## src/hdl/nmea_pkg.sv

```systemverilog
// Shared types, character codes and constants for the NMEA position parser.
// Used by nmea_udeg_conv and nmea_position_parser; depends on nothing else.
package nmea_pkg;

  // Character codes the parser reacts to.
  localparam logic [7:0] CH_DOLLAR = 8'h24;
  localparam logic [7:0] CH_COMMA  = 8'h2C;
  localparam logic [7:0] CH_POINT  = 8'h2E;
  localparam logic [7:0] CH_CR     = 8'h0D;
  localparam logic [7:0] CH_LF     = 8'h0A;
  localparam logic [7:0] CH_ZERO   = 8'h30;
  localparam logic [7:0] CH_NINE   = 8'h39;
  localparam logic [7:0] CH_A      = 8'h41;
  localparam logic [7:0] CH_V      = 8'h56;
  localparam logic [7:0] CH_N      = 8'h4E;
  localparam logic [7:0] CH_E      = 8'h45;

  // Field numbers within the sentence (commas seen so far).
  localparam logic [2:0] FLD_TIME   = 3'd1;
  localparam logic [2:0] FLD_STATUS = 3'd2;
  localparam logic [2:0] FLD_LAT    = 3'd3;
  localparam logic [2:0] FLD_NS     = 3'd4;
  localparam logic [2:0] FLD_LON    = 3'd5;
  localparam logic [2:0] FLD_EW     = 3'd6;

  // Accumulator and result widths.
  localparam int TIME_W      = 18;
  localparam int LAT_WHOLE_W = 14;
  localparam int LON_WHOLE_W = 15;
  localparam int LAT_W       = 27;
  localparam int LON_W       = 28;

  localparam logic [TIME_W-1:0] TIME_MAX = 18'd235959;
  localparam int unsigned LAT_MAX_UDEG = 90000000;
  localparam int unsigned LON_MAX_UDEG = 180000000;

  // Whole-part divide by 100 as multiply and shift; exact for 15-bit values.
  localparam int DIV100_MUL   = 5243;
  localparam int DIV100_MUL_W = 13;
  localparam int DIV100_SHIFT = 19;
  localparam int DEC_100      = 100;

  // Minutes to micro-degrees: scaled minutes stay below 2**27, and a
  // 33-bit reciprocal shift is exact for divisors up to 60 at that width.
  localparam int MINX_W      = 27;
  localparam int CONV_SHIFT  = 33;
  localparam int MINQ_W      = 21;
  localparam int SUM_W       = 30;
  localparam int UDEG_PER_DEG = 1000000;

  // Power-of-ten table width (largest entry is ten to the sixth).
  localparam int POW_W = 20;

  // Load enables for the conversion pipeline stages after capture.
  typedef struct packed {
    logic s2;
    logic s3;
    logic s4;
    logic s5;
  } conv_adv_t;

  // Result fields that ride alongside the position conversion.
  typedef struct packed {
    logic [TIME_W-1:0] utc_time;
    logic              fix_valid;
    logic              north;
    logic              east;
    logic              format_error;
  } side_t;

  // Ten to the power n for the fraction alignment at a field's end.
  function automatic logic [POW_W-1:0] pow_ten(input logic [2:0] n);
    logic [POW_W-1:0] r;
    unique case (n)
      3'd0:    r = 20'd1;
      3'd1:    r = 20'd10;
      3'd2:    r = 20'd100;
      3'd3:    r = 20'd1000;
      3'd4:    r = 20'd10000;
      3'd5:    r = 20'd100000;
      default: r = 20'd1000000;
    endcase
    return r;
  endfunction

endpackage

```

## src/hdl/nmea_udeg_conv.sv

```systemverilog
// Four-stage conversion of a ddmm.mmmm style coordinate to micro-degrees.
// Depends on nmea_pkg; stage loads come from the parser's pipeline control.
module nmea_udeg_conv
  import nmea_pkg::*;
#(
  parameter int          WHOLE_W     = 14,
  parameter int          OUT_W       = 27,
  parameter int          FRAC_DIGITS = 4,
  parameter int unsigned MAX_UDEG    = 90000000
) (
  input  logic                                   clk,
  input  conv_adv_t                              adv,
  input  logic [WHOLE_W-1:0]                     whole,
  input  logic [$clog2(10**FRAC_DIGITS)-1:0]     frac,
  output logic [OUT_W-1:0]                       udeg
);

  localparam int FW    = $clog2(10**FRAC_DIGITS);
  localparam int DEG_W = WHOLE_W - 6;
  localparam int PW    = WHOLE_W + DIV100_MUL_W;
  localparam int unsigned SCALE = 10**FRAC_DIGITS;
  // minutes * 1e6 / (60 * SCALE) reduced to x * K / D
  localparam int unsigned CONV_K  = (FRAC_DIGITS <= 4) ? 50000 / SCALE : 1;
  localparam int unsigned CONV_D  = (FRAC_DIGITS <= 4) ? 3 :
                                    ((FRAC_DIGITS == 5) ? 6 : 60);
  localparam int unsigned MIN_MUL = SCALE * CONV_K;
  localparam longint unsigned CONV_M =
    ((64'd1 << CONV_SHIFT) + 64'(CONV_D) - 64'd1) / 64'(CONV_D);

  logic [PW-1:0]      prod100;
  logic [DEG_W-1:0]   deg2;
  logic [WHOLE_W-1:0] whole2;
  logic [FW-1:0]      frac2;
  logic [WHOLE_W-1:0] rem_full;
  logic [6:0]         rem;
  logic [MINX_W-1:0]  minx;
  logic [DEG_W-1:0]   deg3;
  logic [MINX_W-1:0]  minx3;
  logic [63:0]        recip_prod;
  logic [DEG_W-1:0]   deg4;
  logic [MINQ_W-1:0]  minq4;
  logic [SUM_W-1:0]   sum;

  // Stage 2: degrees are the whole part divided by 100.
  assign prod100 = PW'(whole) * PW'(DIV100_MUL);

  always_ff @(posedge clk) begin
    if (adv.s2) begin
      deg2   <= prod100[DIV100_SHIFT +: DEG_W];
      whole2 <= whole;
      frac2  <= frac;
    end
  end

  // Stage 3: whole minutes, joined with the fraction and scaled by K.
  assign rem_full = whole2 - WHOLE_W'(deg2) * WHOLE_W'(DEC_100);
  assign rem      = rem_full[6:0];
  assign minx     = MINX_W'(rem) * MINX_W'(MIN_MUL) + MINX_W'(frac2) * MINX_W'(CONV_K);

  always_ff @(posedge clk) begin
    if (adv.s3) begin
      deg3  <= deg2;
      minx3 <= minx;
    end
  end

  // Stage 4: divide by D through the reciprocal.
  assign recip_prod = 64'(minx3) * CONV_M;

  always_ff @(posedge clk) begin
    if (adv.s4) begin
      deg4  <= deg3;
      minq4 <= recip_prod[CONV_SHIFT +: MINQ_W];
    end
  end

  // Stage 5: degrees to micro-degrees plus the minute share, saturated.
  assign sum = SUM_W'(deg4) * SUM_W'(UDEG_PER_DEG) + SUM_W'(minq4);

  always_ff @(posedge clk) begin
    if (adv.s5) begin
      if (sum > SUM_W'(MAX_UDEG)) begin
        udeg <= OUT_W'(MAX_UDEG);
      end else begin
        udeg <= sum[OUT_W-1:0];
      end
    end
  end

endmodule

```

## src/hdl/nmea_position_parser.sv

```systemverilog
// Top level of the NMEA RMC position parser: byte parser and result pipeline.
// Depends on nmea_pkg and nmea_udeg_conv.
//
// The parser takes one sentence byte per clock while byte_stall is low. A '$'
// opens a sentence and the seventh comma closes it and produces one item
// carrying the time, the fix status and both coordinates in micro-degrees; a
// '$' or CR/LF inside an open sentence produces an error item instead. Each
// item runs through a five-stage pipeline (capture, divide by 100, minutes
// scaling, reciprocal divide, final sum and saturation). Bytes are taken
// every cycle while byte_stall is low; byte_stall rises only when the
// capture stage is full and every later stage is blocked by result_stall.
// FRAC_DIGITS sets how many minute fraction digits are kept.
module nmea_position_parser
  import nmea_pkg::*;
#(
  parameter int FRAC_DIGITS = 4
) (
  input  logic                 clk,
  input  logic                 rst,
  input  logic                 byte_valid,
  output logic                 byte_stall,
  input  logic [7:0]           nmea_byte,
  output logic                 result_valid,
  input  logic                 result_stall,
  output logic [TIME_W-1:0]    utc_time,
  output logic                 fix_valid,
  output logic [LAT_W-1:0]     latitude_udeg,
  output logic                 north,
  output logic [LON_W-1:0]     longitude_udeg,
  output logic                 east,
  output logic                 format_error
);

  localparam int FW  = $clog2(10**FRAC_DIGITS);
  localparam int FPW = FW + 4;
  localparam int SPW = FW + POW_W;

  // Parser state.
  logic                   in_sentence, in_sentence_next;
  logic [2:0]             field_index, field_index_next;
  logic                   after_point, after_point_next;
  logic [2:0]             frac_count, frac_count_next;
  logic [TIME_W-1:0]      time_accum, time_accum_next;
  logic [LAT_WHOLE_W-1:0] lat_whole, lat_whole_next;
  logic [FW-1:0]          lat_frac, lat_frac_next;
  logic [LON_WHOLE_W-1:0] lon_whole, lon_whole_next;
  logic [FW-1:0]          lon_frac, lon_frac_next;
  logic                   valid_flag, valid_flag_next;
  logic                   north_flag, north_flag_next;
  logic                   east_flag, east_flag_next;

  // Byte decode and arithmetic helpers.
  logic                   accept;
  logic                   is_digit;
  logic [7:0]             digit_full;
  logic [3:0]             digit;
  logic                   frac_room;
  logic [TIME_W+3:0]      time_push;
  logic [LAT_WHOLE_W+3:0] lat_push;
  logic [LON_WHOLE_W+3:0] lon_push;
  logic [FPW-1:0]         lat_frac_push;
  logic [FPW-1:0]         lon_frac_push;
  logic [POW_W-1:0]       align_pow;
  logic [SPW-1:0]         lat_scaled;
  logic [SPW-1:0]         lon_scaled;
  logic                   emit;
  logic                   emit_ok;

  // Pipeline control and capture stage.
  logic                   v1, v2, v3, v4;
  logic                   rdy1, rdy2, rdy3, rdy4, rdy5;
  conv_adv_t              adv;
  side_t                  side1, side2, side3, side4, side5;
  logic [LAT_WHOLE_W-1:0] cap_lat_whole;
  logic [FW-1:0]          cap_lat_frac;
  logic [LON_WHOLE_W-1:0] cap_lon_whole;
  logic [FW-1:0]          cap_lon_frac;

  assign accept = byte_valid && !byte_stall;

  // Digit decode and accumulator candidates.
  assign is_digit   = (nmea_byte >= CH_ZERO) && (nmea_byte <= CH_NINE);
  assign digit_full = nmea_byte - CH_ZERO;
  assign digit      = is_digit ? digit_full[3:0] : 4'd0;
  assign frac_room  = frac_count < 3'(FRAC_DIGITS);

  assign time_push = (TIME_W+4)'(time_accum) * (TIME_W+4)'(10) + (TIME_W+4)'(digit);
  assign lat_push  = (LAT_WHOLE_W+4)'(lat_whole) * (LAT_WHOLE_W+4)'(10)
                   + (LAT_WHOLE_W+4)'(digit);
  assign lon_push  = (LON_WHOLE_W+4)'(lon_whole) * (LON_WHOLE_W+4)'(10)
                   + (LON_WHOLE_W+4)'(digit);
  assign lat_frac_push = FPW'(lat_frac) * FPW'(10) + FPW'(digit);
  assign lon_frac_push = FPW'(lon_frac) * FPW'(10) + FPW'(digit);

  // Missing fraction digits are filled with zeros when the field closes.
  assign align_pow  = pow_ten(3'(FRAC_DIGITS) - frac_count);
  assign lat_scaled = SPW'(lat_frac) * SPW'(align_pow);
  assign lon_scaled = SPW'(lon_frac) * SPW'(align_pow);

  // Next parser state for the accepted byte.
  always_comb begin
    in_sentence_next = in_sentence;
    field_index_next = field_index;
    after_point_next = after_point;
    frac_count_next  = frac_count;
    time_accum_next  = time_accum;
    lat_whole_next   = lat_whole;
    lat_frac_next    = lat_frac;
    lon_whole_next   = lon_whole;
    lon_frac_next    = lon_frac;
    valid_flag_next  = valid_flag;
    north_flag_next  = north_flag;
    east_flag_next   = east_flag;
    if (accept) begin
      priority if (nmea_byte == CH_DOLLAR) begin
        in_sentence_next = 1'b1;
        field_index_next = 3'd0;
        after_point_next = 1'b0;
        frac_count_next  = 3'd0;
        time_accum_next  = '0;
        lat_whole_next   = '0;
        lat_frac_next    = '0;
        lon_whole_next   = '0;
        lon_frac_next    = '0;
        north_flag_next  = 1'b0;
        east_flag_next   = 1'b0;
      end else if (!in_sentence) begin
        in_sentence_next = 1'b0;
      end else if (nmea_byte == CH_CR || nmea_byte == CH_LF) begin
        in_sentence_next = 1'b0;
      end else if (nmea_byte == CH_COMMA) begin
        if (field_index == FLD_LAT) begin
          lat_frac_next = lat_scaled[FW-1:0];
        end else if (field_index == FLD_LON) begin
          lon_frac_next = lon_scaled[FW-1:0];
        end
        if (field_index == FLD_EW) begin
          in_sentence_next = 1'b0;
        end else begin
          field_index_next = field_index + 3'd1;
          after_point_next = 1'b0;
          frac_count_next  = 3'd0;
        end
      end else begin
        unique case (field_index)
          FLD_TIME: begin
            if (nmea_byte == CH_POINT) begin
              after_point_next = 1'b1;
            end else if (is_digit && !after_point) begin
              time_accum_next = time_push[TIME_W-1:0];
              if (time_push[TIME_W+3:TIME_W] != 4'd0) begin
                time_accum_next = '1;
              end
            end
          end
          FLD_LAT: begin
            if (nmea_byte == CH_POINT) begin
              after_point_next = 1'b1;
            end else if (is_digit && after_point) begin
              if (frac_room) begin
                frac_count_next = frac_count + 3'd1;
                lat_frac_next   = lat_frac_push[FW-1:0];
              end
            end else if (is_digit) begin
              lat_whole_next = lat_push[LAT_WHOLE_W-1:0];
              if (lat_push[LAT_WHOLE_W+3:LAT_WHOLE_W] != 4'd0) begin
                lat_whole_next = '1;
              end
            end
          end
          FLD_LON: begin
            if (nmea_byte == CH_POINT) begin
              after_point_next = 1'b1;
            end else if (is_digit && after_point) begin
              if (frac_room) begin
                frac_count_next = frac_count + 3'd1;
                lon_frac_next   = lon_frac_push[FW-1:0];
              end
            end else if (is_digit) begin
              lon_whole_next = lon_push[LON_WHOLE_W-1:0];
              if (lon_push[LON_WHOLE_W+3:LON_WHOLE_W] != 4'd0) begin
                lon_whole_next = '1;
              end
            end
          end
          FLD_STATUS: begin
            if (!after_point) begin
              if (nmea_byte == CH_A) begin
                valid_flag_next = 1'b1;
              end else if (nmea_byte == CH_V) begin
                valid_flag_next = 1'b0;
              end
              after_point_next = 1'b1;
            end
          end
          FLD_NS: begin
            if (!after_point) begin
              north_flag_next  = (nmea_byte == CH_N);
              after_point_next = 1'b1;
            end
          end
          FLD_EW: begin
            if (!after_point) begin
              east_flag_next   = (nmea_byte == CH_E);
              after_point_next = 1'b1;
            end
          end
          default: begin
            after_point_next = after_point;
          end
        endcase
      end
    end
  end

  // Parser state registers.
  always_ff @(posedge clk) begin
    if (rst) begin
      in_sentence <= 1'b0;
      field_index <= 3'd0;
      after_point <= 1'b0;
      frac_count  <= 3'd0;
      time_accum  <= '0;
      lat_whole   <= '0;
      lat_frac    <= '0;
      lon_whole   <= '0;
      lon_frac    <= '0;
      valid_flag  <= 1'b0;
      north_flag  <= 1'b0;
      east_flag   <= 1'b0;
    end else begin
      in_sentence <= in_sentence_next;
      field_index <= field_index_next;
      after_point <= after_point_next;
      frac_count  <= frac_count_next;
      time_accum  <= time_accum_next;
      lat_whole   <= lat_whole_next;
      lat_frac    <= lat_frac_next;
      lon_whole   <= lon_whole_next;
      lon_frac    <= lon_frac_next;
      valid_flag  <= valid_flag_next;
      north_flag  <= north_flag_next;
      east_flag   <= east_flag_next;
    end
  end

  // An item leaves the parser at the seventh comma or at an early end.
  assign emit_ok = in_sentence && (nmea_byte == CH_COMMA) && (field_index == FLD_EW);
  assign emit    = accept && in_sentence &&
                   ((nmea_byte == CH_DOLLAR) || (nmea_byte == CH_CR) ||
                    (nmea_byte == CH_LF) || emit_ok);

  // Ready chain: a stage may load when it is empty or its item moves on.
  assign rdy5 = !result_valid || !result_stall;
  assign rdy4 = !v4 || rdy5;
  assign rdy3 = !v3 || rdy4;
  assign rdy2 = !v2 || rdy3;
  assign rdy1 = !v1 || rdy2;
  assign byte_stall = !rdy1;

  assign adv.s2 = rdy2 && v1;
  assign adv.s3 = rdy3 && v2;
  assign adv.s4 = rdy4 && v3;
  assign adv.s5 = rdy5 && v4;

  // Stage valid bits.
  always_ff @(posedge clk) begin
    if (rst) begin
      v1           <= 1'b0;
      v2           <= 1'b0;
      v3           <= 1'b0;
      v4           <= 1'b0;
      result_valid <= 1'b0;
    end else begin
      if (rdy1) begin
        v1 <= emit;
      end
      if (rdy2) begin
        v2 <= v1;
      end
      if (rdy3) begin
        v3 <= v2;
      end
      if (rdy4) begin
        v4 <= v3;
      end
      if (rdy5) begin
        result_valid <= v4;
      end
    end
  end

  // Capture stage: an error item carries zeros everywhere else.
  always_ff @(posedge clk) begin
    if (emit) begin
      if (emit_ok) begin
        side1.utc_time     <= (time_accum > TIME_MAX) ? TIME_MAX : time_accum;
        side1.fix_valid    <= valid_flag;
        side1.north        <= north_flag;
        side1.east         <= east_flag;
        side1.format_error <= 1'b0;
        cap_lat_whole      <= lat_whole;
        cap_lat_frac       <= lat_frac;
        cap_lon_whole      <= lon_whole;
        cap_lon_frac       <= lon_frac;
      end else begin
        side1         <= side_t'{utc_time: '0, fix_valid: 1'b0, north: 1'b0,
                                 east: 1'b0, format_error: 1'b1};
        cap_lat_whole <= '0;
        cap_lat_frac  <= '0;
        cap_lon_whole <= '0;
        cap_lon_frac  <= '0;
      end
    end
  end

  // Side fields follow the conversion stages.
  always_ff @(posedge clk) begin
    if (adv.s2) begin
      side2 <= side1;
    end
    if (adv.s3) begin
      side3 <= side2;
    end
    if (adv.s4) begin
      side4 <= side3;
    end
    if (adv.s5) begin
      side5 <= side4;
    end
  end

  // Coordinate converters.
  nmea_udeg_conv #(
    .WHOLE_W     (LAT_WHOLE_W),
    .OUT_W       (LAT_W),
    .FRAC_DIGITS (FRAC_DIGITS),
    .MAX_UDEG    (LAT_MAX_UDEG)
  ) u_lat_conv (
    .clk   (clk),
    .adv   (adv),
    .whole (cap_lat_whole),
    .frac  (cap_lat_frac),
    .udeg  (latitude_udeg)
  );

  nmea_udeg_conv #(
    .WHOLE_W     (LON_WHOLE_W),
    .OUT_W       (LON_W),
    .FRAC_DIGITS (FRAC_DIGITS),
    .MAX_UDEG    (LON_MAX_UDEG)
  ) u_lon_conv (
    .clk   (clk),
    .adv   (adv),
    .whole (cap_lon_whole),
    .frac  (cap_lon_frac),
    .udeg  (longitude_udeg)
  );

  assign utc_time     = side5.utc_time;
  assign fix_valid    = side5.fix_valid;
  assign north        = side5.north;
  assign east         = side5.east;
  assign format_error = side5.format_error;

  // An error item carries nothing but the error flag.
  a_error_clean: assert property (@(posedge clk) disable iff (rst)
    result_valid && format_error |-> utc_time == '0 && !fix_valid && !north &&
      !east && latitude_udeg == '0 && longitude_udeg == '0)
    else $error("error item carries nonzero fields");

  // Delivered values stay within their ranges.
  a_result_range: assert property (@(posedge clk) disable iff (rst)
    result_valid |-> utc_time <= TIME_MAX &&
      latitude_udeg <= LAT_W'(LAT_MAX_UDEG) && longitude_udeg <= LON_W'(LON_MAX_UDEG))
    else $error("result out of range");

  // The seventh comma loads a good item into the capture stage.
  a_seventh_comma: assert property (@(posedge clk) disable iff (rst)
    accept && emit_ok |=> v1 && !side1.format_error)
    else $error("seventh comma did not capture an item");

  // Stray bytes outside a sentence never open one.
  a_idle_stays: assert property (@(posedge clk) disable iff (rst)
    accept && !in_sentence && nmea_byte != CH_DOLLAR |=> !in_sentence)
    else $error("sentence opened without a dollar sign");

endmodule

```

## config.mk

```make
export PLATFORM = sky130hd
export DESIGN_NAME = nmea_position_parser
export DESIGN_NICKNAME = d
export VERILOG_FILES = /design/src/hdl/nmea_pkg.sv /design/src/hdl/nmea_udeg_conv.sv /design/src/hdl/nmea_position_parser.sv
export SDC_FILE = /design/constraint.sdc
export NUM_CORES = 2
export LEC_CHECK = 0
export BUFFER_PORTS_ARGS = -buffer_cell sky130_fd_sc_hd__clkbuf_2
export CORE_ASPECT_RATIO = 0.6
export CORE_MARGIN = 3
export CORE_UTILIZATION = 68
export DETAILED_ROUTE_END_ITERATION = 10
export PLACE_DENSITY = 0.85
export SKIP_LAST_GASP = 1
export SYNTH_ARGS = -nofsm -noshare
export SYNTH_HDL_FRONTEND = slang
export SYNTH_SLANG_ARGS = --single-unit
```

## constraint.sdc

```tcl
create_clock -name clk -period 13.75 [get_ports clk]
set_input_delay 3.4375 -clock clk [delete_from_list [all_inputs] [get_ports clk]]
set_output_delay 3.4375 -clock clk [all_outputs]
set_load 0.05 [all_outputs]
```

Word-level counts from Yosys, hierarchy flattened
Index checks and enable logic that the tools add are counted.
- bits in registers: 502
- input port bits: 12
- output and inout port bits: 79
- word-level logic and storage cells: 289
- add/subtract/negate cells: 15
- multipliers: 19
- magnitude comparators: 6
- eq/ne operators: 30
- mux-type cells: 89
- bitwise operators: 5
- reductions and logical operators: 62
- operators by type and width (operator ; number):
    $mux 14 ; 28
    $mux 18 ; 9
    $mux 15 ; 9
    $pmux 20 s6 ; 1
    $mul 27x32->54 const B ; 2
    $mul 14x3->17 const B ; 3
    $add 23x17->24 ; 2
    $mux 3 ; 14
    $mul 14x20->14 ; 2
    $reduce_and 8->1 ; 5
    $mul 7x12->19 const B ; 2
    $eq 8x7->1 const B ; 4
    $add 29x21->30 ; 1
    $gt 30x27->1 const B ; 1
    $gt 30x28->1 const B ; 1
    $add 28x21->29 ; 1
    $add 14x4->14 ; 2
    $mul 14x3->13 const B ; 2
    $mul 15x13->28 const B ; 1
    $mul 14x13->27 const B ; 1
    $mux 1 ; 26
    $eq 8x6->1 const B ; 3
    $mul 9x14->23 const B ; 1
    $add 22x4->22 ; 1
    other kinds (38) ; 104

Longest topological paths before layout
- depth in word-level cells: 14
- mapped depth: 29
- mapped depth without buffers: 29

Modules after synthesis
Synthesis repeated with hierarchy kept, for this count alone.
- cell total of the unflattened synthesis: 6042
- area, all modules: 62129.6 µm²
- by module, submodules not included (module ; instances ; cells each ; area an instance (µm²) ; sequential area each (µm²)):
    nmea_udeg_conv (u_lon_conv) ; 1 ; 1964 ; 20891.3 ; 3633.5
    nmea_position_parser ; 1 ; 2096 ; 20721.1 ; 6836.6
    nmea_udeg_conv (u_lat_conv) ; 1 ; 1982 ; 20517.2 ; 3513.4

Least setup slack after synthesis
Ideal clock, no wire load.
- path kind: input port to flip-flop
- from: input result_stall
- to: register side2[0] (netlist bit) (enable)
- setup time: 0.644 ns
- data arrival time: 9.563 ns
- data required time: 13.106 ns
- setup slack: 3.543 ns
- stages on the path: 2
- path buffers: 0
- path through: and4_1 -> a21boi_0
- RTL lines (item ; RTL line ; source):
    start, declared ; nmea_position_parser.sv:24 ; input logic result_stall,
    end signal, assigned ; nmea_position_parser.sv:320 ; side2 <= side1;
    end, declared ; nmea_position_parser.sv:73 ; side_t side1, side2, side3, side4, side5;

Worst setup path in the final report
- from: register u_lon_conv.minx3[5]
- to: register u_lon_conv.minq4[18], data pin
- word-level cells in the longest chain between the ends: 1
- ends and longest elaborated chain (item ; RTL line ; source):
    start, declared ; nmea_udeg_conv.sv:38 ; logic [MINX_W-1:0] minx3;
    start signal, assigned ; nmea_udeg_conv.sv:63 ; minx3 <= minx;
    $mul 27x32->54 ; nmea_udeg_conv.sv:68 ; assign recip_prod = 64'(minx3) * CONV_M;
    net u_lon_conv.recip_prod[51] ; nmea_udeg_conv.sv:39 ; logic [63:0] recip_prod;
    end signal, assigned ; nmea_udeg_conv.sv:73 ; minq4 <= recip_prod[CONV_SHIFT +: MINQ_W];
    end, declared ; nmea_udeg_conv.sv:41 ; logic [MINQ_W-1:0] minq4;
The timed path passes the listed nets, and every way through them passes these cells.
A chain may end at the register's enable or synchronous reset.

==> reports/qor.yml <==
worst_setup_path:
  cp-start-kind: "flip-flop"
  worstPathArrival_ns: 8.52
  r2r-start: "u_lon_conv.minx3[5]$_DFFE_PP_"
  cp_max_fo: 6
  r2r_cells: 22
  required_ns: 14.10
  cpLargestDelayFamily: "adder cells"
  reg2reg_to: "u_lon_conv.minq4[18]$_DFFE_PP_"
  r2r_slack_ns: 5.58
  cpMaxStageDelayCell: "fa_1"
  path_class: "flip-flop to flip-flop"
  worstSetupEndpointType: "flip-flop"
  startpoint: "u_lon_conv.minx3[5]$_DFFE_PP_"
  cp_cell_sequence: "ha_1 -> inv_1 -> fa_1 -> inv_1 -> fa_1 -> fa_1 -> fa_1 -> inv_1 -> fa_1 -> inv_1 -> fa_1 -> ha_1 -> a211oi_1 -> o21bai_1 -> o2111ai_1 -> a311oi_1 -> o31ai_1 -> o211ai_1 -> a31oi_1 -> o21ai_0 -> a211oi_1 -> nor2_1"
  crit_path_max_incr_delay_ns: 0.76
  crit_top_cell: "fa_1"
  worst-path-buf-inv: 4
floorplan:
  die-height_microns: 238
  core_area_sq_um: 88300
  num_rows: 84
  start_util_pct: 69.1
  die-area_sq_um: 93500
  io_pins: 91
  die_w_microns: 393
final_layout:
  stdcell_area_sq_um: 64500
  num-nets-final: 7823
  areaGrowthSynthToFinish_pct: 5.72
  drive_above_1_share_pct: 4.17
  n_antenna_cell: 0
clock_tree:
  ctsHoldBuffers: 0
  clk_pin_slew_ns: 0.06
  cts_root_buf: "clkbuf_16"
  cts-buffers-inserted: 50
  clock_sinks: 496
  cts_buffer_depth: 3
  cts_resized: 0
  clk_latency_ns: 0.65
  htree_num_levels: 2
  postCtsSetupRepairBufs: 0
  cts_tree: "yes"
drt:
  drt-wirelength-per-cell_microns: 19.8
  drc: 0
  drt_iter0_markers: 3716
  ant_nets: 0
  vias_per_cell: 5.97
  vias: 43100
  drt_pass1_iterations: 6
  wl_microns: 143000
sta:
  tns_ns: 0
  hold-worst-slack_ns: 0.412
  rsz0062_at_grt: "false"
  hold_viol_final: 0
  final_max_slew_viol_count: 0
  worstMarginPinSlew_ns: 1.33
  setup_viol: 0
  skew_ns: 0.0363
  min_period_ns: 8.17
  slew_headroom_pct: 11.4
  fmax_mhz: 122
  fin_crit_sh_pct: 59.4
run:
  drv_cap: 0
placement:
  dpl_cell_area_sq_um: 62800
  gp_routability_congestion: 1.01
  portBuffers: 90
  dp_hpwl_microns: 117000
global_route:
  grt_pass1_vias: 44300
  grt_pass1_wl_microns: 234000
  grt_antenna_before_repair: 3
  grt_usage_pct: 31.4
  gr-total-overflow: 0
  grt_max_degree: 76
synth:
  synth_cell_type_count: 85
  syn-num-nets: 7751
  synth_edf_count: 405
  yosys_most_used_dff: "edfxtp_1"
  synth_top_cell_by_area: "fa_1"
  synth_area_leaders: "fa_1, ha_1, edfxtp_1"
  ys_seq_area_share_pct: 22.9
  synth_warnings: 0
  yosys_register_bits: 496
  syn_area_per_cell_sq_um: 10.3
  synth_area_sq_um: 61000
  syn_inst: 5952
  async_reset_ff_share_pct: 0
  netlist.area_leader.share_pct: 22.6
power_and_ir_drop:
  power_per_cell_area_nw_per_um2: 47.4
  power_mw: 3.06
  vdd_ir_drop_max_mv: 0.0920
  p_leak_nw: 31.7
worst_hold_path:
  min_to: "side3[18]$_DFFE_PP_"
  min_path_cells: 0
  hold_path.class: "flip-flop to flip-flop"
  holdCritStartpoint: "side2[18]$_DFFE_PP_"
status:
  status: "finished, final reports clean"
==> through the flow <==
stage	utilization (%)	setup WS, ns	std cells
final	73.1	5.58	7226
after global routing	73.1	5.04	7226
after CTS	73.1	5.65	7226
after detailed placement	71.1	5.67	7133
after global placement	71.1	5.86	7133
after floorplan	-	3.54	5952
==> layout by cell type (no fill, tap or decap), drive strengths merged, types with 40 or more instances in the layout <==
master / n
nand2: 261
clkbuf: 150
and3: 49
edfxtp: 405
nand2b: 40
a21oi: 217
ha: 1099
o21ai: 210
dfxtp: 91
inv: 1241
a21boi: 41
a21o: 84
and2: 183
nand3: 60
xor2: 106
fa: 688
nor2: 250
nor2b: 43
a211oi: 54
nor3: 76
xnor2: 232
==> cell usage after synthesis, drive strengths merged (9+ instances only) <==
cell type and count:
o31ai 13, and3 49, nor2b 43, nor3 76, a21boi 41, o211ai 18, edfxtp 405, nor3b 9
o21ai 210, buf 12, fa 688, or2 18, a31oi 30, inv 1234, a311oi 22, nand3 60
clkbuf 78, nand2 261, xnor2 232, a211o 10, a211oi 54, and4 9, nor2 250, nor4 14
xor2 106, dfxtp 91, o2111ai 11, nand4 23, nand4b 10, or3 31, a21o 84, nand3b 12
a21oi 217, o21a 38, nand2b 40, ha 1099, o21bai 25, a22oi 22, and2 183, o311ai 9
==> worst reg2reg max path, stage by stage, from the launching register on <==
cell and delay, ns:
edfxtp_1 0.46, ha_1 0.37, inv_1 0.10, fa_1 0.49, inv_1 0.16, fa_1 0.76, fa_1 0.54, fa_1 0.56
inv_1 0.08, fa_1 0.55, inv_1 0.09, fa_1 0.51, ha_1 0.37, a211oi_1 0.37, o21bai_1 0.16, o2111ai_1 0.23
a311oi_1 0.09, o31ai_1 0.75, o211ai_1 0.27, a31oi_1 0.41, o21ai_0 0.20, a211oi_1 0.31, nor2_1 0.06
==> cells by family after synthesis <==
| logic type | after synthesis | share of synthesized area [%] |
|---|---|---|
| xor gates and xnor gates | 340 | 4.92 |
| muxes | 9 | 0.170 |
| adders and majority gates | 1787 | 45.1 |
| buffers and inverters | 1325 | 8.18 |
| AOI/OAI and AO/OA | 884 | 9.48 |
| DFF | 496 | 22.9 |
| and+or+nand+nor | 1111 | 9.24 |
==> per-layer routing <==
metal  vias up  part of all wire, %  track usage (%)
met5         -                0.013                0
met4         2                  1.6             5.53
met3       184                   11             7.98
met2      1777                   42             45.7
met1     21100                   46             48.0
li1      20000                    -                -
==> flip-flops by register name, indices dropped and copies added (netlist names), 18 cells and up <==
register / count
u_lat_conv.minq4: 21
u_lon_conv.udeg: 28
u_lat_conv.udeg: 27
u_lon_conv.minx3: 24
utc_time: 18
u_lon_conv.minq4: 21
side2: 22
side1: 22
side4: 22
u_lat_conv.minx3: 24
side3: 22
time_accum: 18
==> worst max path at each step <==
| stage | slack [ns] | depth (start not counted) | end |
|---|---|---|---|
| finish | 5.58 | 22 | u_lon_conv.minq4[18]$_DFFE_PP_ |
| global route | 5.04 | 22 | u_lon_conv.minq4[17]$_DFFE_PP_ |
| floorplan | 3.54 | 2 | side2[0]$_DFFE_PP_ |
| CTS | 5.65 | 22 | u_lon_conv.minq4[18]$_DFFE_PP_ |
| global placement | 5.86 | 4 | byte_stall |
| detailed placement | 5.67 | 22 | u_lon_conv.minq4[17]$_DFFE_PP_ |
==> final cells by class <==
cell class                 count  area, sq um
clock buffer                  60         1340
inverter                    1235         4640
clock inverter                33          388
sequential                   496        14000
timing repair buffer         110          601
fill                        5927        23700
multi-input combinational   4131        42100
tap                         1161         1450
==> power breakdown <==
part,leakage [nW],total [mW],internal (mW),switching (mW)
Combinational,26.6,0.0165,0.00427,0.0122
Sequential,4.30,1.60,1.60,0.0000164
Clock,0.830,1.45,0.791,0.655
Power figures use the tool's default switching activity.
